--- config.mk ---
export PLATFORM = sky130hd
export DESIGN_NAME = keyword_token_matcher_top
export DESIGN_NICKNAME = d
export VERILOG_FILES = /design/src/rtl/kwm_pkg.sv /design/src/rtl/kwm_match.sv /design/src/rtl/keyword_token_matcher_top.sv
export SDC_FILE = /design/constraint.sdc
export NUM_CORES = 1
export LEC_CHECK = 0
export BUFFER_PORTS_ARGS = -buffer_cell sky130_fd_sc_hd__buf_2
export CORE_MARGIN = 8
export CORE_UTILIZATION = 45
export DETAILED_ROUTE_END_ITERATION = 10
export PLACE_DENSITY = 0.69
export SETUP_SLACK_MARGIN = 0.4
export SYNTH_ARGS = -nofsm -noshare
export SYNTH_HDL_FRONTEND = slang
export SYNTH_HIERARCHICAL = 1
export SYNTH_SLANG_ARGS = --single-unit
--- constraint.sdc ---
create_clock -name clk -period 6.1 [get_ports clk]
set_input_delay 0.915 -clock clk [delete_from_list [all_inputs] [get_ports clk]]
set_output_delay 0.915 -clock clk [all_outputs]
set_load 0.02 [all_outputs]
--- src/rtl/kwm_pkg.sv ---
// ----------------------------------------------------------------------------
// kwm_pkg
// Keyword table, widths and shared types of the keyword token matcher.
// ----------------------------------------------------------------------------
package kwm_pkg;

	localparam int KW_COUNT   = 20;
	localparam int KW_MAX_LEN = 10;
	localparam int TOKEN_BASE = 128;
	localparam int POS_W      = 4;
	localparam int TOKEN_W    = 8;
	localparam int CH_W       = 8;

	localparam logic [CH_W-1:0] CH_SPACE = 8'h20;
	localparam logic [CH_W-1:0] CH_NUL   = 8'h00;

	// right aligned: first char sits in the highest used byte
	localparam logic [KW_MAX_LEN*8-1:0] KW_TEXT [KW_COUNT] = '{
		"REM", "LET", "IF", "GOTO", "LIST", "VARS", "PRINT", "RUN", "CLEAR",
		"DOT", "GOSUB", "RET", "PRINTS", "DUMP", "COLOR", "DEBUG", "BREAKPOINT",
		"RESUME", "CURSOR", "DELAY"
	};

	localparam logic [POS_W-1:0] KW_LEN [KW_COUNT] = '{
		4'd3, 4'd3, 4'd2, 4'd4, 4'd4, 4'd4, 4'd5, 4'd3, 4'd5, 4'd3,
		4'd5, 4'd3, 4'd6, 4'd4, 4'd5, 4'd5, 4'd10, 4'd6, 4'd6, 4'd5
	};

	typedef struct packed {
		logic [KW_COUNT-1:0] mask;
		logic [POS_W-1:0]    pos;
		logic                done;
	} kwm_state_t;

	typedef struct packed {
		logic               valid;
		logic [TOKEN_W-1:0] token;
		logic [POS_W-1:0]   consumed;
	} kwm_result_t;

endpackage

--- src/rtl/kwm_match.sv ---
// ----------------------------------------------------------------------------
// kwm_match
// Per-character step: parallel compare against all keywords, next state and
// the token for a terminated word.
// ----------------------------------------------------------------------------
module kwm_match import kwm_pkg::*; (
	input  kwm_state_t      state,
	input  logic [CH_W-1:0] ch,
	input  logic            line_start,
	output kwm_state_t      next_state,
	output kwm_result_t     result
);

	kwm_state_t          cur;
	logic [KW_COUNT-1:0] hit;
	logic [KW_COUNT-1:0] len_eq;
	logic [POS_W-1:0]    byte_sel;
	logic                term;

	always_comb begin
		cur = state;
		if (line_start) begin
			cur.mask = {KW_COUNT{1'b1}};
			cur.pos  = '0;
			cur.done = 1'b0;
		end
	end

	assign term = (ch == CH_SPACE) || (ch == CH_NUL);

	always_comb begin
		hit      = '0;
		len_eq   = '0;
		byte_sel = '0;
		for (int i = 0; i < KW_COUNT; i++) begin
			byte_sel = KW_LEN[i] - 4'd1 - cur.pos;
			hit[i] = (cur.pos < KW_LEN[i]) &&
				(KW_TEXT[i][{byte_sel, 3'b000} +: 8] == ch);
			len_eq[i] = cur.mask[i] && (KW_LEN[i] == cur.pos);
		end
	end

	always_comb begin
		result   = '0;
		for (int i = KW_COUNT - 1; i >= 0; i--) begin
			if (len_eq[i]) begin
				result.token    = TOKEN_W'(TOKEN_BASE + i);
				result.consumed = KW_LEN[i];
			end
		end
		next_state = cur;
		if (cur.done) begin
			result = '0;
		end else if (term) begin
			result.valid    = 1'b1;
			next_state.done = 1'b1;
		end else begin
			result = '0;
			if (cur.pos >= POS_W'(KW_MAX_LEN)) begin
				next_state.mask = '0;
			end else begin
				next_state.mask = cur.mask & hit;
				next_state.pos  = cur.pos + 4'd1;
			end
		end
	end

endmodule

--- src/rtl/keyword_token_matcher_top.sv ---
// ----------------------------------------------------------------------------
// keyword_token_matcher_top
// Matches the leading word of a command line against a fixed keyword table.
// ----------------------------------------------------------------------------
// One character beat is taken every cycle. A character passes an input
// register, is compared against all twenty keywords at once while the match
// state updates, and a terminating space or NUL loads the result register, so
// a token appears once its terminator has passed both registers. The single
// bank of parallel keyword comparators sets this one-character-per-cycle rate.
// Input is stalled only while the result register holds an untaken token.
module keyword_token_matcher_top import kwm_pkg::*; (
	input  logic               clk,
	input  logic               arst_n,
	input  logic               in_valid,
	output logic               in_ready,
	input  logic [CH_W-1:0]    ch,
	input  logic               line_start,
	output logic               out_valid,
	input  logic               out_ready,
	output logic [TOKEN_W-1:0] token,
	output logic [POS_W-1:0]   consumed
);

	logic               valid_s1;
	logic [CH_W-1:0]    ch_s1;
	logic               line_start_s1;
	kwm_state_t         state_q;
	kwm_state_t         next_state;
	kwm_result_t        res;
	logic               out_valid_q;
	logic [TOKEN_W-1:0] token_q;
	logic [POS_W-1:0]   consumed_q;
	logic               advance;

	assign advance  = !out_valid_q || out_ready;
	assign in_ready = !valid_s1 || advance;

	kwm_match u_match (
		.state      (state_q),
		.ch         (ch_s1),
		.line_start (line_start_s1),
		.next_state (next_state),
		.result     (res)
	);

	always_ff @(posedge clk or negedge arst_n) begin
		if (!arst_n) begin
			valid_s1      <= 1'b0;
			state_q.mask  <= {KW_COUNT{1'b1}};
			state_q.pos   <= '0;
			state_q.done  <= 1'b1;
			out_valid_q   <= 1'b0;
		end else begin
			if (in_ready) begin
				valid_s1 <= in_valid;
			end
			if (valid_s1 && advance) begin
				state_q <= next_state;
			end
			if (advance) begin
				out_valid_q <= valid_s1 && res.valid;
			end
		end
	end

	always_ff @(posedge clk) begin
		if (in_ready && in_valid) begin
			ch_s1         <= ch;
			line_start_s1 <= line_start;
		end
		if (advance && valid_s1 && res.valid) begin
			token_q    <= res.token;
			consumed_q <= res.consumed;
		end
	end

	assign out_valid = out_valid_q;
	assign token     = token_q;
	assign consumed  = consumed_q;

endmodule

### Word level (Yosys, flattened, before mapping)

Index checks and enable logic that the tools add are counted.
Widths: inputs -> output; s select.

* $add $sub $neg: 7
* $mul: 0
* divide/modulo/power cells: 0
* $lt $le $gt $ge: 7
* equal/unequal tests: 27
* shift operators: 20
* multiplexer cells: 28
* bitwise operators: 2
* reductions and logical operators: 58

Operators with widths (number)
* $shiftx 80x8->8 const A: 20
* $mux 12: 21
* $eq 8x8->1: 20
* $mux 25: 2
* $logic_and 1x1->1: 44
* $mux 24: 1
* $reduce_or 21->1: 1
* $and 20x20->20: 1
* $mux 20: 1
* $reduce_or 18->1: 1
* $mux 13: 1
* $eq 3x4->1 const A: 3
* $lt 4x3->1 const B: 3
* $reduce_or 10->1: 1
* $eq 2x4->1 const A: 2
* $eq 8x6->1 const B: 1
* $logic_not 8->1: 1
* $lt 4x2->1 const B: 2
* $sub 2x4->4 const A: 2
* $sub 3x4->4 const A: 2
* $reduce_or 6->1: 1
* $reduce_or 5->1: 1
* $add 4x1->4 const B: 1
* $eq 4x4->1 const A: 1
* 12 further kinds: 15

* flip-flop bits (word level): 48
* latch bits: 0
* memory bits (writable): 0
* memory bits (read-only): 0
* input bits: 13
* output and inout bits: 14
* word-level logic and storage cells: 166
* memories kept: 0

### Depth between registers and ports, before layout

* depth after elaboration: 26
* gate-level depth with buffers: 14
* depth with buffers taken out: 12

### Hierarchy

The synthesis kept the hierarchy.

Modules (own cells, without submodules)
* kwm_match: instances 1, cells an instance 551, area each 3499.6 um2, seq. area each 0.0 um2
* keyword_token_matcher_top: instances 1, cells an instance 84, area each 1790.5 um2, seq. area each 1332.5 um2

### Worst setup path before layout

OpenSTA, ideal clock, no wires.

* path kind: register to register
* start point: reg state_q[3] in the netlist's numbering
* end point: reg state_q[6] in the netlist's numbering
* setup time: 0.059 ns
* arrival: 3.094 ns
* data required time: 6.041 ns
* setup slack: 2.947 ns
* cell stages (with the launch flop): 12
* path buffers: 1
* period minus slack after synthesis: 3.153 ns
* path through: dfrtp_1 -> nor2b_1 -> inv_1 -> ha_1 -> buf_2 -> or2_2 -> o32ai_2 -> nor3_2 -> a211oi_1 -> o221ai_2 -> o41ai_2 -> mux2_4

RTL lines
* from (decl): line keyword_token_matcher_top.sv:27 `kwm_state_t state_q;`
* from (signal assigned): line keyword_token_matcher_top.sv:58 `state_q <= next_state;`

==> results.ini <==
[run_status]
outcome = finished, final reports clean

[sta]
setup_ws_ps = 1800
setup_violations = 0
tns_ps = 0
finClkSkew_ps = 6.60
drv_slew = 0
relSlewSlack_pct = 31.4
fin_crit_sh_pct = 70.5
rsz0062_at_grt = no
worst_hold_slack_ps = 578
tightestPinTransition_ps = 1030
fmax_mhz = 233
hold_violations = 0
period_needed_ps = 4300

[die]
ios = 27
fp.coreArea_sq_um = 11500
start_util_pct = 46.1
die_area_sq_um = 15500
die_h_um = 124
die_w_um = 124
std_cell_rows = 39

[finish]
finish.utilization_pct = 48.5
final_cells = 773
nets = 667
multi_input_area_sq_um = 3610
n_antenna_cell = 0
areaGrowthSynthToFinish_pct = 5.13
regArea_sq_um = 1330
drive_above_1_share_pct = 18.9
fill_cells = 1085

[yosys]
synth-seq-cells = 48
synthTopCellsByArea = edfxtp_1, dfstp_2, ha_1, mux2_4, nor2_1
synth_edf_count = 21
yosysSeqAreaShare_pct = 25.2
avgSynthCellArea_sq_um = 8.33
yosysTopAreaCell = edfxtp_1
synth.top_cell.area_share_pct = 11.9
ys.flop_type = edfxtp_1
synth_cell_types = 84
synthCells = 635
synthArstFlopShare_pct = 56.3
yosysWarnings = 6
syn-cell-area_sq_um = 5290

[clock_tree]
h-tree-depth = 2
cts_root_buf = clkbuf_16
worstSkewPairLatency_ps = 300
post_cts_resized = 0
cts_tree = done
post_cts_buffers = 0
clkSinkCount = 48
clock_path_buffers = 2
hold_buffers = 0
clk_pin_slew_ps = 70
cts_inserted_buffers = 5

[grt]
overflow = 0
grt_pass1_wl_mm = 26.5
grt_antenna_before_repair = 0
track_usage_pct = 20.9
grt_start_max_net_pins = 39
grt_pass1_vias = 4555

[route]
viasPerCell = 6.63
drt_iter0_drc = 592
final_antenna_net_count = 0
avgRoutedWirePerCell_um = 22.1
firstDrtPassIters = 6
drt_wl_total_mm = 17.0
drc = 0
num_vias = 5126

[power]
seq_power_share_pct = 27.9
max-vdd-ir-drop_uv = 146
intPower_w = 0.000767
power_frac_comb_pct = 50.8
power.density_nw_per_um2 = 243
leakagePower_nw = 2.16
pwr-share-clk_pct = 21.4
swShare_pct = 43.2
switchingPower_w = 0.000584

[worst_hold_path]
hp-class = reg2reg

[setup_path]
cp.required_ps = 6340
cp.arrival_ps = 4540
crit_path_end_kind = flop
worstSetupStartpointType = flop
crit_fanout = 20
critPathKind = reg2reg

[placed_design]
post-place-ws_ps = 2030
gp_congestion = 1.00
port_buffers = 26
hpwl_mm = 12.3
place_inst = 765

[run]
maxCapViolations = 0

==> routing by layer <==
metal	GRT usage (%)	vias to the layer above	routed length [um]
li1	-	2328	-
met1	28.7	2435	7460
met2	31.9	299	7490
met3	2.94	64	1420
met4	8.93	0	677
met5	0	-	0
==> worst max-delay path, cell delays in order (launching register included) <==
cell and delay (ps):
dfrtp_1 670, nor2b_1 810, inv_1 440, ha_1 810, nand2_1 130, nor3_2 250, xnor2_1 100, or4_1 420
o32ai_1 370, mux2_4 220
==> state kept, by name, summed over array words and instances (netlist names) <==
signal	cells
token	8
valid_s1	1
out_valid	1
ch_s1	8
consumed	4
state_q	25
line_start_s1	1
==> power groups by stage <==
| stage | Sequential, W | Clock (W) | Combinational (W) |
|---|---|---|---|
| after global routing | 0.000379 | 0.000303 | 0.000743 |
| after detailed placement | 0.000381 | 0 | 0.000665 |
| final | 0.000376 | 0.000289 | 0.000686 |
| after global placement | 0.000380 | 0 | 0.000661 |
| after floorplan | 0.000369 | 0 | 0.000528 |
| after CTS | 0.000376 | 0.000293 | 0.000668 |
==> through the flow <==
step	cell area [sq um]	power, W
final	5560	0.00135
after global routing	5560	0.00142
after CTS	5560	0.00134
after detailed placement	5410	0.00105
after global placement	5410	0.00104
after floorplan	5290	0.000897
==> cells in the final DEF (no fill, tap or decap), types with 5 or more instances in the layout <==
cell / count
nand2_1: 45
nor3b_1: 7
o31ai_1: 10
xnor2_1: 26
dfrtp_1: 6
xor2_1: 16
a211oi_1: 5
nand3_1: 26
or2_2: 10
buf_4: 10
nor3_1: 21
o22ai_1: 8
and2_1: 5
o21ai_0: 38
a31oi_1: 15
nor2b_1: 11
clkbuf_16: 5
and3_1: 6
mux2_2: 6
o211ai_1: 5
a21oi_1: 34
nor2_1: 66
inv_1: 13
mux2_4: 20
ha_1: 25
nand2b_1: 14
o32ai_1: 10
edfxtp_1: 21
dfstp_2: 21
buf_2: 26
==> synth_stat cells (4+ instances only) <==
cell      number
nor2_1        66
nand2_1       45
o21ai_0       38
a21oi_1       34
clkbuf_1      26
nand3_1       26
xnor2_1       26
ha_1          25
dfstp_2       21
edfxtp_1      21
nor3_1        21
mux2_4        20
xor2_1        16
a31oi_1       15
nand2b_1      14
inv_1         13
buf_2         12
nor2b_1       11
o31ai_1       10
o32ai_1       10
or2_2         10
o22ai_1        8
nor3b_1        7
and3_1         6
dfrtp_1        6
mux2_2         6
a211oi_1       5
and2_1         5
o211ai_1       5
a21o_1         4
a221oi_1       4
buf_1          4
mux2i_1        4
nand4_1        4
nor4_1         4
or3_1          4
or4_1          4
==> kinds of logic after synthesis <==
kind of cell    Yosys count  share of synthesized area (%)
flops                    48                           25.2
mux                      30                           7.71
fa+ha+maj                25                           5.91
buf+inv                  67                           6.58
other cells               1                         0.0709
xor+xnor                 42                           6.95
simple gates            245                           24.2
compound gates          177                           23.4
==> path summary, 6_finish.rpt <==
path                             from          end  slack, ps  depth (start not counted)
setup reg to reg           state_q[3]  state_q[20]       1800                          9
hold reg to reg             out_valid    out_valid        580                          2
min in group asynchronous      arst_n   state_q[4]        630                          1
max in group asynchronous      arst_n   state_q[1]       5060                          1
setup / recovery           state_q[3]  state_q[20]       1800                          9
hold / removal              out_valid    out_valid        580                          2
==> cell type report <==
cell class / count / area share (%)
multi-input combinational: 521 / 65.0
sequential: 48 / 24.0
timing repair buffer: 36 / 3.69
tap: 143 / 3.22
clock buffer: 6 / 2.50
inverter: 17 / 1.42
clock inverter: 2 / 0.247
Power figures use the tool's default switching activity.
